===== src/sv/sha_pkg.sv =====
// sha_pkg: shared constants and types for the sha-256 hash engine
// round constants, initial hash values and the command structs between modules
// no dependencies
package sha_pkg;

  localparam int WORD_W  = 32;
  localparam int NUM_H   = 8;
  localparam int ROUNDS  = 64;
  localparam int BLK_B   = 64;
  localparam int LEN_W   = 64;

  localparam logic [7:0] PAD_BYTE    = 8'h80;
  localparam logic [5:0] LEN_POS     = 6'd56;
  localparam logic [LEN_W-1:0] BLK_BITS = 64'd512;

  localparam logic [WORD_W-1:0] ROUND_K [ROUNDS] = '{
    32'h428a2f98, 32'h71374491, 32'hb5c0fbcf, 32'he9b5dba5,
    32'h3956c25b, 32'h59f111f1, 32'h923f82a4, 32'hab1c5ed5,
    32'hd807aa98, 32'h12835b01, 32'h243185be, 32'h550c7dc3,
    32'h72be5d74, 32'h80deb1fe, 32'h9bdc06a7, 32'hc19bf174,
    32'he49b69c1, 32'hefbe4786, 32'h0fc19dc6, 32'h240ca1cc,
    32'h2de92c6f, 32'h4a7484aa, 32'h5cb0a9dc, 32'h76f988da,
    32'h983e5152, 32'ha831c66d, 32'hb00327c8, 32'hbf597fc7,
    32'hc6e00bf3, 32'hd5a79147, 32'h06ca6351, 32'h14292967,
    32'h27b70a85, 32'h2e1b2138, 32'h4d2c6dfc, 32'h53380d13,
    32'h650a7354, 32'h766a0abb, 32'h81c2c92e, 32'h92722c85,
    32'ha2bfe8a1, 32'ha81a664b, 32'hc24b8b70, 32'hc76c51a3,
    32'hd192e819, 32'hd6990624, 32'hf40e3585, 32'h106aa070,
    32'h19a4c116, 32'h1e376c08, 32'h2748774c, 32'h34b0bcb5,
    32'h391c0cb3, 32'h4ed8aa4a, 32'h5b9cca4f, 32'h682e6ff3,
    32'h748f82ee, 32'h78a5636f, 32'h84c87814, 32'h8cc70208,
    32'h90befffa, 32'ha4506ceb, 32'hbef9a3f7, 32'hc67178f2
  };

  localparam logic [WORD_W-1:0] INIT_H [NUM_H] = '{
    32'h6a09e667, 32'hbb67ae85, 32'h3c6ef372, 32'ha54ff53a,
    32'h510e527f, 32'h9b05688c, 32'h1f83d9ab, 32'h5be0cd19
  };

  // commands from the sequencer to the round unit
  typedef struct packed {
    logic init;   // hash words back to initial values
    logic load;   // working variables from hash words
    logic step;   // one compression round
    logic fold;   // add working variables into hash words
  } sha_rnd_cmd_t;

  // commands from the sequencer to the message schedule
  typedef struct packed {
    logic push;   // shift one byte in
    logic shift;  // advance one schedule word
  } sha_sch_cmd_t;

  function automatic logic [WORD_W-1:0] rotr(input logic [WORD_W-1:0] x, input int n);
    rotr = (x >> n) | (x << (WORD_W - n));
  endfunction

endpackage


===== src/sv/sha_stream_if.sv =====
// sha_stream_if: valid/ready channels of the sha-256 hash engine
// sha_msg_if carries message beats in, sha_dig_if carries digest words out
// no dependencies
interface sha_msg_if;
  logic       valid;
  logic       ready;
  logic       action;
  logic [7:0] message_byte;

  modport source (output valid, action, message_byte, input ready);
  modport sink   (input valid, action, message_byte, output ready);
endinterface

interface sha_dig_if;
  logic        valid;
  logic        ready;
  logic [31:0] digest_word;
  logic [2:0]  word_index;
  logic        last_word;

  modport source (output valid, digest_word, word_index, last_word, input ready);
  modport sink   (input valid, digest_word, word_index, last_word, output ready);
endinterface


===== src/sv/sha_msg_sched.sv =====
// sha_msg_sched: block buffer and message schedule as one 16-word shift line
// bytes shift in during absorb, schedule words shift through during the rounds
// depends on sha_pkg
module sha_msg_sched (
  input  logic                 clk,
  input  sha_pkg::sha_sch_cmd_t cmd,
  input  logic [7:0]           byte_in,
  output logic [31:0]          w_cur
);
  import sha_pkg::*;

  localparam int BLK_W = BLK_B * 8;

  // word j of the window sits at blk[BLK_W-1-32j -: 32], word 0 is the oldest
  logic [BLK_W-1:0]  blk;
  logic [WORD_W-1:0] w_1, w_9, w_14, s0, s1, w_new;

  function automatic logic [WORD_W-1:0] win(input logic [BLK_W-1:0] b, input int j);
    win = b[BLK_W-1-WORD_W*j -: WORD_W];
  endfunction

  always_comb begin
    w_cur = win(blk, 0);
    w_1   = win(blk, 1);
    w_9   = win(blk, 9);
    w_14  = win(blk, 14);
    s0    = rotr(w_1, 7) ^ rotr(w_1, 18) ^ (w_1 >> 3);
    s1    = rotr(w_14, 17) ^ rotr(w_14, 19) ^ (w_14 >> 10);
    w_new = s1 + w_9 + s0 + w_cur;
  end

  always_ff @(posedge clk) begin
    if (cmd.push) begin
      blk <= {blk[BLK_W-9:0], byte_in};
    end else if (cmd.shift) begin
      blk <= {blk[BLK_W-WORD_W-1:0], w_new};
    end
  end

endmodule


===== src/sv/sha_round.sv =====
// sha_round: hash words, working variables and the shared compression round
// one round per step command, folded into the hash words at the end of a block
// depends on sha_pkg
module sha_round (
  input  logic                       clk,
  input  logic                       rst,
  input  sha_pkg::sha_rnd_cmd_t      cmd,
  input  logic [31:0]                k,
  input  logic [31:0]                w,
  output logic [7:0][31:0]           hash
);
  import sha_pkg::*;

  logic [WORD_W-1:0] hw [NUM_H];
  logic [WORD_W-1:0] v  [NUM_H];
  logic [WORD_W-1:0] big0, big1, choose, major, x1, x2;

  always_comb begin
    big1   = rotr(v[4], 6) ^ rotr(v[4], 11) ^ rotr(v[4], 25);
    choose = (v[4] & v[5]) ^ (~v[4] & v[6]);
    x1     = v[7] + big1 + choose + k + w;
    big0   = rotr(v[0], 2) ^ rotr(v[0], 13) ^ rotr(v[0], 22);
    major  = (v[0] & v[1]) ^ (v[0] & v[2]) ^ (v[1] & v[2]);
    x2     = big0 + major;
    for (int i = 0; i < NUM_H; i++) begin
      hash[i] = hw[i];
    end
  end

  always_ff @(posedge clk) begin
    if (rst || cmd.init) begin
      for (int i = 0; i < NUM_H; i++) hw[i] <= INIT_H[i];
    end else if (cmd.fold) begin
      for (int i = 0; i < NUM_H; i++) hw[i] <= hw[i] + v[i];
    end
    if (cmd.load) begin
      for (int i = 0; i < NUM_H; i++) v[i] <= hw[i];
    end else if (cmd.step) begin
      v[7] <= v[6];
      v[6] <= v[5];
      v[5] <= v[4];
      v[4] <= v[3] + x1;
      v[3] <= v[2];
      v[2] <= v[1];
      v[1] <= v[0];
      v[0] <= x1 + x2;
    end
  end

endmodule


===== src/sv/sha256_hash_engine_top.sv =====
// SHA-256 engine fed one byte per beat. The beat that completes a 64-byte
// block is followed by a busy phase of 64 rounds of the single shared round
// unit, then the fold into the hash words. A finish beat pushes the padding
// and length bytes one per cycle through the block buffer (with a second
// padded block and compression when 56 or more bytes are pending), runs the
// final compression and then sends the eight digest words, one per beat,
// word 0 first, last_word set on word 7. The message side is not ready from
// a block's last byte or a finish until that work is done; after the last
// digest word is registered the engine is back at its initial state.
// depends on sha_pkg, sha_stream_if, sha_msg_sched and sha_round
module sha256_hash_engine_top (
  input  logic         clk,
  input  logic         rst,
  sha_msg_if.sink      msg,
  sha_dig_if.source    digest
);
  import sha_pkg::*;

  typedef enum logic [2:0] {S_IDLE, S_PAD, S_COMP, S_FOLD, S_OUT} state_t;

  state_t            state;
  logic [5:0]        fill;
  logic [5:0]        rnd;
  logic [LEN_W-1:0]  bit_length;
  logic              padding, pad_first, len_ok;
  logic [2:0]        widx;
  logic              out_valid;
  logic [31:0]       out_word;
  logic [2:0]        out_index;
  logic              out_last;

  sha_rnd_cmd_t      rcmd;
  sha_sch_cmd_t      scmd;
  logic [7:0]        byte_in;
  logic [31:0]       w_cur;
  logic [7:0][31:0]  hash;
  logic              accept, len_byte, full, out_load;

  assign accept   = msg.valid && msg.ready;
  assign msg.ready = (state == S_IDLE);
  assign full     = (fill == 6'd63);
  assign len_byte = len_ok && (fill >= LEN_POS);
  assign out_load = (state == S_OUT) && (!out_valid || digest.ready);

  always_comb begin
    rcmd    = '0;
    scmd    = '0;
    byte_in = msg.message_byte;
    unique case (state)
      S_IDLE: begin
        scmd.push = accept && !msg.action;
        rcmd.load = accept && !msg.action && full;
      end
      S_PAD: begin
        scmd.push = 1'b1;
        rcmd.load = full;
        if (pad_first) byte_in = PAD_BYTE;
        else if (len_byte) byte_in = bit_length[LEN_W-1 -: 8];
        else byte_in = 8'h00;
      end
      S_COMP: begin
        rcmd.step  = 1'b1;
        scmd.shift = 1'b1;
      end
      S_FOLD: rcmd.fold = 1'b1;
      S_OUT:  rcmd.init = out_load && (widx == 3'd7);
      default: ;
    endcase
  end

  always_ff @(posedge clk) begin
    if (rst) begin
      state      <= S_IDLE;
      fill       <= '0;
      rnd        <= '0;
      bit_length <= '0;
      padding    <= 1'b0;
      pad_first  <= 1'b0;
      len_ok     <= 1'b0;
      widx       <= '0;
      out_valid  <= 1'b0;
    end else begin
      if (digest.ready && !out_load) out_valid <= 1'b0;
      unique case (state)
        S_IDLE: begin
          if (accept && !msg.action) begin
            fill <= fill + 6'd1;
            if (full) begin
              bit_length <= bit_length + BLK_BITS;
              rnd        <= '0;
              state      <= S_COMP;
            end
          end else if (accept) begin
            bit_length <= bit_length + {{(LEN_W-9){1'b0}}, fill, 3'b000};
            len_ok     <= (fill < LEN_POS);
            pad_first  <= 1'b1;
            padding    <= 1'b1;
            state      <= S_PAD;
          end
        end
        S_PAD: begin
          pad_first <= 1'b0;
          fill      <= fill + 6'd1;
          // length bytes leave from the top of the latched count
          if (!pad_first && len_byte) bit_length <= {bit_length[LEN_W-9:0], 8'h00};
          if (full) begin
            rnd   <= '0;
            state <= S_COMP;
          end
        end
        S_COMP: begin
          rnd <= rnd + 6'd1;
          if (rnd == 6'(ROUNDS - 1)) state <= S_FOLD;
        end
        S_FOLD: begin
          if (!padding) begin
            state <= S_IDLE;
          end else if (len_ok) begin
            widx  <= '0;
            state <= S_OUT;
          end else begin
            // extra block: zeros then the length
            len_ok <= 1'b1;
            state  <= S_PAD;
          end
        end
        S_OUT: begin
          if (out_load) begin
            out_valid <= 1'b1;
            out_word  <= hash[widx];
            out_index <= widx;
            out_last  <= (widx == 3'd7);
            widx      <= widx + 3'd1;
            if (widx == 3'd7) begin
              padding    <= 1'b0;
              len_ok     <= 1'b0;
              bit_length <= '0;
              state      <= S_IDLE;
            end
          end
        end
        default: state <= S_IDLE;
      endcase
    end
  end

  assign digest.valid       = out_valid;
  assign digest.digest_word = out_word;
  assign digest.word_index  = out_index;
  assign digest.last_word   = out_last;

  sha_msg_sched u_sched (
    .clk     (clk),
    .cmd     (scmd),
    .byte_in (byte_in),
    .w_cur   (w_cur)
  );

  sha_round u_round (
    .clk  (clk),
    .rst  (rst),
    .cmd  (rcmd),
    .k    (ROUND_K[rnd]),
    .w    (w_cur),
    .hash (hash)
  );

endmodule


===== src/flat_wrapper.sv =====
// flat-port wrapper written by rule: the top's interface ports become plain ports
module sha256_hash_engine_top_flat import sha_pkg::*;
  (clk, rst, msg_valid, msg_action, msg_message_byte, msg_ready, digest_valid, digest_digest_word, digest_word_index, digest_last_word, digest_ready);
  sha_msg_if msg_i ();
  sha_dig_if digest_i ();
  input  logic clk;
  input  logic rst;
  input wire logic [$bits(msg_i.valid)-1:0] msg_valid;
  input wire logic [$bits(msg_i.action)-1:0] msg_action;
  input wire logic [$bits(msg_i.message_byte)-1:0] msg_message_byte;
  output wire logic [$bits(msg_i.ready)-1:0] msg_ready;
  output wire logic [$bits(digest_i.valid)-1:0] digest_valid;
  output wire logic [$bits(digest_i.digest_word)-1:0] digest_digest_word;
  output wire logic [$bits(digest_i.word_index)-1:0] digest_word_index;
  output wire logic [$bits(digest_i.last_word)-1:0] digest_last_word;
  input wire logic [$bits(digest_i.ready)-1:0] digest_ready;
  assign msg_i.valid = msg_valid;
  assign msg_i.action = msg_action;
  assign msg_i.message_byte = msg_message_byte;
  assign msg_ready = msg_i.ready;
  assign digest_valid = digest_i.valid;
  assign digest_digest_word = digest_i.digest_word;
  assign digest_word_index = digest_i.word_index;
  assign digest_last_word = digest_i.last_word;
  assign digest_i.ready = digest_ready;
  sha256_hash_engine_top u_core (.clk(clk), .rst(rst), .msg(msg_i), .digest(digest_i));
endmodule

===== config.mk =====
export PLATFORM = sky130hd
export DESIGN_NAME = sha256_hash_engine_top_flat
export DESIGN_NICKNAME = d
export VERILOG_FILES = /design/src/sv/sha_pkg.sv /design/src/sv/sha_stream_if.sv /design/src/sv/sha_msg_sched.sv /design/src/sv/sha_round.sv /design/src/sv/sha256_hash_engine_top.sv /design/src/flat_wrapper.sv
export SDC_FILE = /design/constraint.sdc
export NUM_CORES = 2
export LEC_CHECK = 0
export ABC_AREA = 1
export BUFFER_PORTS_ARGS = -buffer_cell sky130_fd_sc_hd__buf_4
export CAP_MARGIN = 15
export CELL_PAD_IN_SITES_DETAIL_PLACEMENT = 0
export CELL_PAD_IN_SITES_GLOBAL_PLACEMENT = 2
export CORE_ASPECT_RATIO = 1.25
export CORE_MARGIN = 8
export CORE_UTILIZATION = 25
export DETAILED_ROUTE_END_ITERATION = 8
export GPL_TIMING_DRIVEN = 0
export PLACE_DENSITY = 0.63
export SLEW_MARGIN = 20
export SYNTH_ARGS = -nofsm -noshare
export SYNTH_HDL_FRONTEND = slang
export SYNTH_SLANG_ARGS = --single-unit

===== constraint.sdc =====
create_clock -name clk -period 12.3 [get_ports clk]
set_input_delay 0.615 -clock clk [delete_from_list [all_inputs] [get_ports clk]]
set_output_delay 0.615 -clock clk [all_outputs]
set_load 0.005 [all_outputs]

Yosys cells after proc, flatten, opt, wreduce, memory -nomap -nowiden:

Memory sizes are Yosys's and may differ from the RTL's.
Cells that the tools add are included.

* bits in registers: 634
* latch bits: 0
* RAM bits: 512
* ROM bits: 2048
* input bits: 13
* logic and storage cells: 215
* memories: 3

* add/subtract/negate cells: 23
* $mul: 0
* div/mod/pow operators: 0
* order comparisons: 4
* equal/unequal tests: 18
* shift-type cells: 0
* multiplexer cells: 78
* bitwise operators: 45
* reductions and logical operators: 31

Memories
* (name not given): words 64, bits a word 32, read ports 1, clocked after memory_dff 0, write ports 0, RTL line sha256_hash_engine_top.sv:163 `.k (ROUND_K[rnd]),`
* u_core.u_round.hw: words 8, bits a word 32, read ports 8, clocked after memory_dff 0, write ports 8, RTL line sha_round.sv:14 `logic [WORD_W-1:0] hw [NUM_H];`
* u_core.u_round.v: words 8, bits a word 32, read ports 8, clocked after memory_dff 0, write ports 8, RTL line sha_round.sv:15 `logic [WORD_W-1:0] v [NUM_H];`

Operators with widths (count)
* two-way mux 512 bit: 2
* two-way mux 32 bit: 19
* adder 32 bit: 18
* two-way mux 64 bit: 6
* XOR 32 bit: 9
* one-hot mux 64 bit (3 select lines): 1
* bitwise AND 32 bit: 5
* binary-select mux 32 bit (select 3 bit): 1
* adder 64 x 10 -> 64 bit, second input constant: 1
* adder 64 x 9 -> 64 bit: 1
* two-way mux 3 bit: 11
* NOT 32 bit: 1
* bitwise OR 10 x 32 -> 32 bit: 1
* bitwise OR 13 x 32 -> 32 bit: 1
* bitwise OR 14 x 32 -> 32 bit: 1
* bitwise OR 15 x 32 -> 32 bit: 1
* bitwise OR 19 x 32 -> 32 bit: 1
* bitwise OR 21 x 32 -> 32 bit: 1
* bitwise OR 25 x 32 -> 32 bit: 1
* bitwise OR 26 x 32 -> 32 bit: 1
* bitwise OR 30 x 32 -> 32 bit: 1
* bitwise OR 7 x 32 -> 32 bit: 1
* XOR 32 x 22 -> 32 bit: 1
* XOR 32 x 29 -> 32 bit: 1
* other kinds (36): 112

Longest topological paths before layout:

* depth in word-level cells: 9
* mapped depth: 44
* mapped depth without buffers: 44

Cells and area by module:

From an unflattened synthesis, not the netlist that was laid out.

* cells, all modules: 10817
* area, all modules: 84138.2 µm²

Modules (own cells, without submodules)
* sha_round: instances 1, cells an instance 5915, area each 45452.3 µm², sequential area each 15374.7 µm²
* sha_msg_sched: instances 1, cells an instance 2868, area each 26788.2 µm², sequential area each 15374.7 µm²
* sha256_hash_engine_top: instances 1, cells an instance 2034, area each 11897.7 µm², sequential area each 2742.6 µm²

Least setup slack after synthesis:

No wires, ideal clock.

* path type: input to register
* start: in msg_action
* end: reg u_core.u_sched.blk[0], enable pin
* arrival time: 9.688 ns
* setup slack: -1.083 ns
* stages: 6
* buffers on the path: 2
* path through: nand3b_4 -> nand2_1 -> inv_2 -> buf_2 -> buf_1 -> nand2_1

* cells in the longest elaborated chain, start to end: 4

RTL lines
* start: declaration: RTL line flat_wrapper.sv:9 `input wire logic [$bits(msg_i.action)-1:0] msg_action;`
* logical NOT 1 bit: RTL line sha256_hash_engine_top.sv:51 `scmd.push = accept && !msg.action;`
* logical AND 1 bit: RTL line sha256_hash_engine_top.sv:51
* one-hot mux 1 bit (2 select lines): RTL line sha256_hash_engine_top.sv:49 `unique case (state)`
* nonzero test 2 bit (no source line)
* end signal: assignment: RTL line sha_msg_sched.sv:34 `blk <= {blk[BLK_W-9:0], byte_in};`
* end signal: assignment: RTL line sha_msg_sched.sv:36 `blk <= {blk[BLK_W-WORD_W-1:0], w_new};`
* end: declaration: RTL line sha_msg_sched.sv:15 `logic [BLK_W-1:0] blk;`

Every way passes these cells.
A chain may end at the register's enable or synchronous reset.

==> results.json <==
{
  "status": "completed",
  "grt-busiest-layer": "met2",
  "worst_ep_arrival_time_ns": 12.09,
  "vias": 77350,
  "crit_slowest_cell": "xor2_1",
  "final_cell_area_mm2": 0.09473,
  "drive_gt1_frac": 0.05157,
  "routed_wl_mm": 434.5,
  "wire_per_inst_um": 28.05,
  "dpl.hpwl_mm": 357.5,
  "dp_cells": 15210,
  "instances_no_fill": 15490,
  "cts-root-buf": "clkbuf_16",
  "critPathKind": "reg -> reg",
  "synth.yosys.warnings": 0,
  "io_pins": 51,
  "use_met3": 0.02977,
  "synth.distinct_cells": 62,
  "initial_core_util": 0.2506,
  "path_max_fanout": 14,
  "fin_worst_skew_ns": 0.09498,
  "max_slew.worst_pin.slew_ns": 1.325,
  "drtIter0Drc": 6771,
  "slew_headroom": 0.1102,
  "dpl_cell_area_mm2": 0.08998,
  "grt_use_met1": 0.2793,
  "drc_errors": 0,
  "synth_seq_cells": 1143,
  "holdBufCountCts": 0,
  "slowest_delay_ns": 0.88,
  "grt_max_degree": 95,
  "num-fill-cells": 36530,
  "min_period_ns": 11.53,
  "rows": 237,
  "critPathTopFamily": "adder cells",
  "peakVddDrop_v": 0.0001623,
  "syn_to_final_growth_pct": 13.63,
  "synth_cells": 10720,
  "cts_max_level": 4,
  "synth_edf_count": 1060,
  "maxCapViolCount": 0,
  "clkTransAtPathRegs_ns": 0.06,
  "hold_violations": 0,
  "path_buf_inv": 5,
  "postCtsSetupRepairBufs": 0,
  "multi_input_area_mm2": 0.04358,
  "first_global_vias": 76230,
  "period_share": 0.9372,
  "cts-resized-gates": 0,
  "cp_data_required_time_ns": 12.86,
  "firstDrtPassIters": 7,
  "drtAntennaViolNets": 0,
  "seq_area_mm2": 0.03349,
  "vias_per_cell": 4.994,
  "grt_pass1_wl_mm": 597.5,
  "drv_slew": 0,
  "syn_nets": 11330,
  "synthFlopType": "edfxtp_1",
  "setup_viol": 0,
  "die_y_um": 661.6,
  "die_width_um": 532.5,
  "globalRouteOverflowTotal": 0,
  "cpMostUsedCell": "nand2_1",
  "clkSinkCount": 1143,
  "core_area_mm2": 0.3327,
  "grt_antenna_before_repair": 23,
  "ys_seq_area_frac": 0.4018,
  "avgSynthCellArea_um2": 7.778,
  "gp_congestion": 0.9914,
  "clockBufferDepth": 4,
  "mappedNetlistArea_mm2": 0.08336,
  "timing.fmax_mhz": 86.75,
  "met2_usage": 0.4109,
  "io_buffers": 49,
  "async_flop_share": 0,
  "nNetsFinal": 11560,
  "die-area_mm2": 0.3523,
  "grt_use_total": 0.2371,
  "p_leak_nw": 40.35,
  "worstSetupStartpointType": "flop",
  "rsz0062_at_grt": "no",
  "cts_inserted_buffers": 150,
  "final.setup.tns_ns": 0,
  "insertion_delay_ns": 0.90,
  "cts_tree": "built",
  "power_density_mw_per_mm2": 183.3,
  "hold_path_class": "in -> reg",
  "endpoint_kind": "flop"
}
==> stage by stage <==
step	hold WS, ns	power, mW	setup slack (ns)	utilization
detailed placement	0.4901	12.91	1.216	0.2704
global route	0.2993	18.34	0.5988	0.2846
CTS	0.2240	17.47	1.040	0.2846
global placement	0.4832	13.04	-2.680	0.2683
finish	0.3130	17.36	0.7730	0.2847
floorplan	0.4348	9.975	4.092	-
==> final timing paths <==
| check | startpoint | end | slack (ns) | cells after the start |
|---|---|---|---|---|
| worst min register to register | u_core.bit_length[3] | u_core.bit_length[3] | 0.50 | 2 |
| worst min-delay path | digest_ready | u_core.digest.valid | 0.31 | 4 |
| worst max register to register | u_core.rnd[1] | u_core.u_round.v[0][31] | 0.77 | 34 |
| worst max-delay path | u_core.rnd[1] | u_core.u_round.v[0][31] | 0.77 | 34 |
==> metal layers <==
layer	up-vias	share of wire	wire (um)
li1	36090	-	-
met4	8	0.076	32970
met2	2658	0.48	207800
met5	-	0.00011	46
met1	37780	0.40	171800
met3	805	0.051	21980
==> power breakdown <==
group          switching (mW)  internal [mW]  leakage [nW]  total, mW
clock network            1.93           2.52          2.29       4.45
registers               0.384           4.85          10.5       5.23
logic                    5.32           2.36          27.6       7.68
total                    7.64           9.73          40.4       17.4
==> kinds of logic after synthesis <==
family,synth area share
fa+ha+maj,0.1088
flops,0.4018
xor+xnor,0.03803
compound gates,0.1369
buf+inv,0.07682
simple gates,0.2377
==> flip-flops by register name, summed over array words and instances, names as in the netlist, 3 cells and up <==
register / count
u_core.state: 3
u_core.digest.word_index: 3
u_core.u_round.hw: 256
u_core.rnd: 6
u_core.widx: 3
u_core.u_round.v: 256
u_core.u_sched.blk: 512
u_core.bit_length: 61
u_core.fill: 6
u_core.digest.digest_word: 32
==> worst reg2reg max path, delay by kind of cell (launching register included) <==
family	cells	cell delay, ns
compound gates	7	2.78
xor+xnor	1	0.88
fa+ha+maj	7	3.78
buf+inv	5	1.29
flops	1	0.70
simple gates	14	1.81
==> area by class of cell <==
| cell class | count | share of cell area |
|---|---|---|
| repair buffers | 73 | 0.01014 |
| well taps | 4421 | 0.05839 |
| clock buffers | 177 | 0.04125 |
| flip-flops and latches | 1143 | 0.3536 |
| clock inverters | 85 | 0.008321 |
| plain buffers | 417 | 0.01899 |
| inverters | 1233 | 0.04886 |
| multi-input cells | 7925 | 0.4601 |
| diodes | 15 | 0.0003962 |
==> synthesized netlist by cell type (29+ instances only) <==
| library cell | number | area, um^2 |
|---|---|---|
| a31oi_1 | 76 | 475.5 |
| ha_1 | 405 | 5067 |
| inv_1 | 1218 | 4572 |
| dfxtp_1 | 83 | 1662 |
| buf_1 | 29 | 108.9 |
| o21a_1 | 53 | 397.9 |
| nand4_1 | 116 | 725.7 |
| nor2_1 | 828 | 3108 |
| o211ai_1 | 34 | 255.2 |
| o22ai_1 | 34 | 212.7 |
| buf_2 | 141 | 705.7 |
| xnor2_1 | 187 | 1638 |
| a21oi_1 | 773 | 3869 |
| nand3_1 | 521 | 2608 |
| a21o_1 | 64 | 480.5 |
| edfxtp_1 | 1060 | 31830 |
| o21ai_1 | 30 | 150.1 |
| o21bai_1 | 61 | 457.9 |
| nand2_1 | 3174 | 11910 |
| fa_1 | 196 | 3924 |
| nor3_1 | 89 | 445.4 |
| xor2_1 | 175 | 1533 |
| or2_2 | 76 | 475.5 |
| a21boi_0 | 33 | 247.7 |
| o21ai_0 | 846 | 4234 |
| clkbuf_1 | 242 | 908.4 |
==> cell usage in the layout, fill, tap and decap left out, drive strengths merged, types with 93 or more instances in the layout <==
master	n
a21oi	774
buf	248
clkbuf	419
edfxtp	1060
fa	196
ha	405
inv	1234
nand2	3178
nand3	521
nand4	116
nor2	836
nor3	93
o21ai	877
xnor2	187
xor2	175
(Power assumes the default switching activity.)
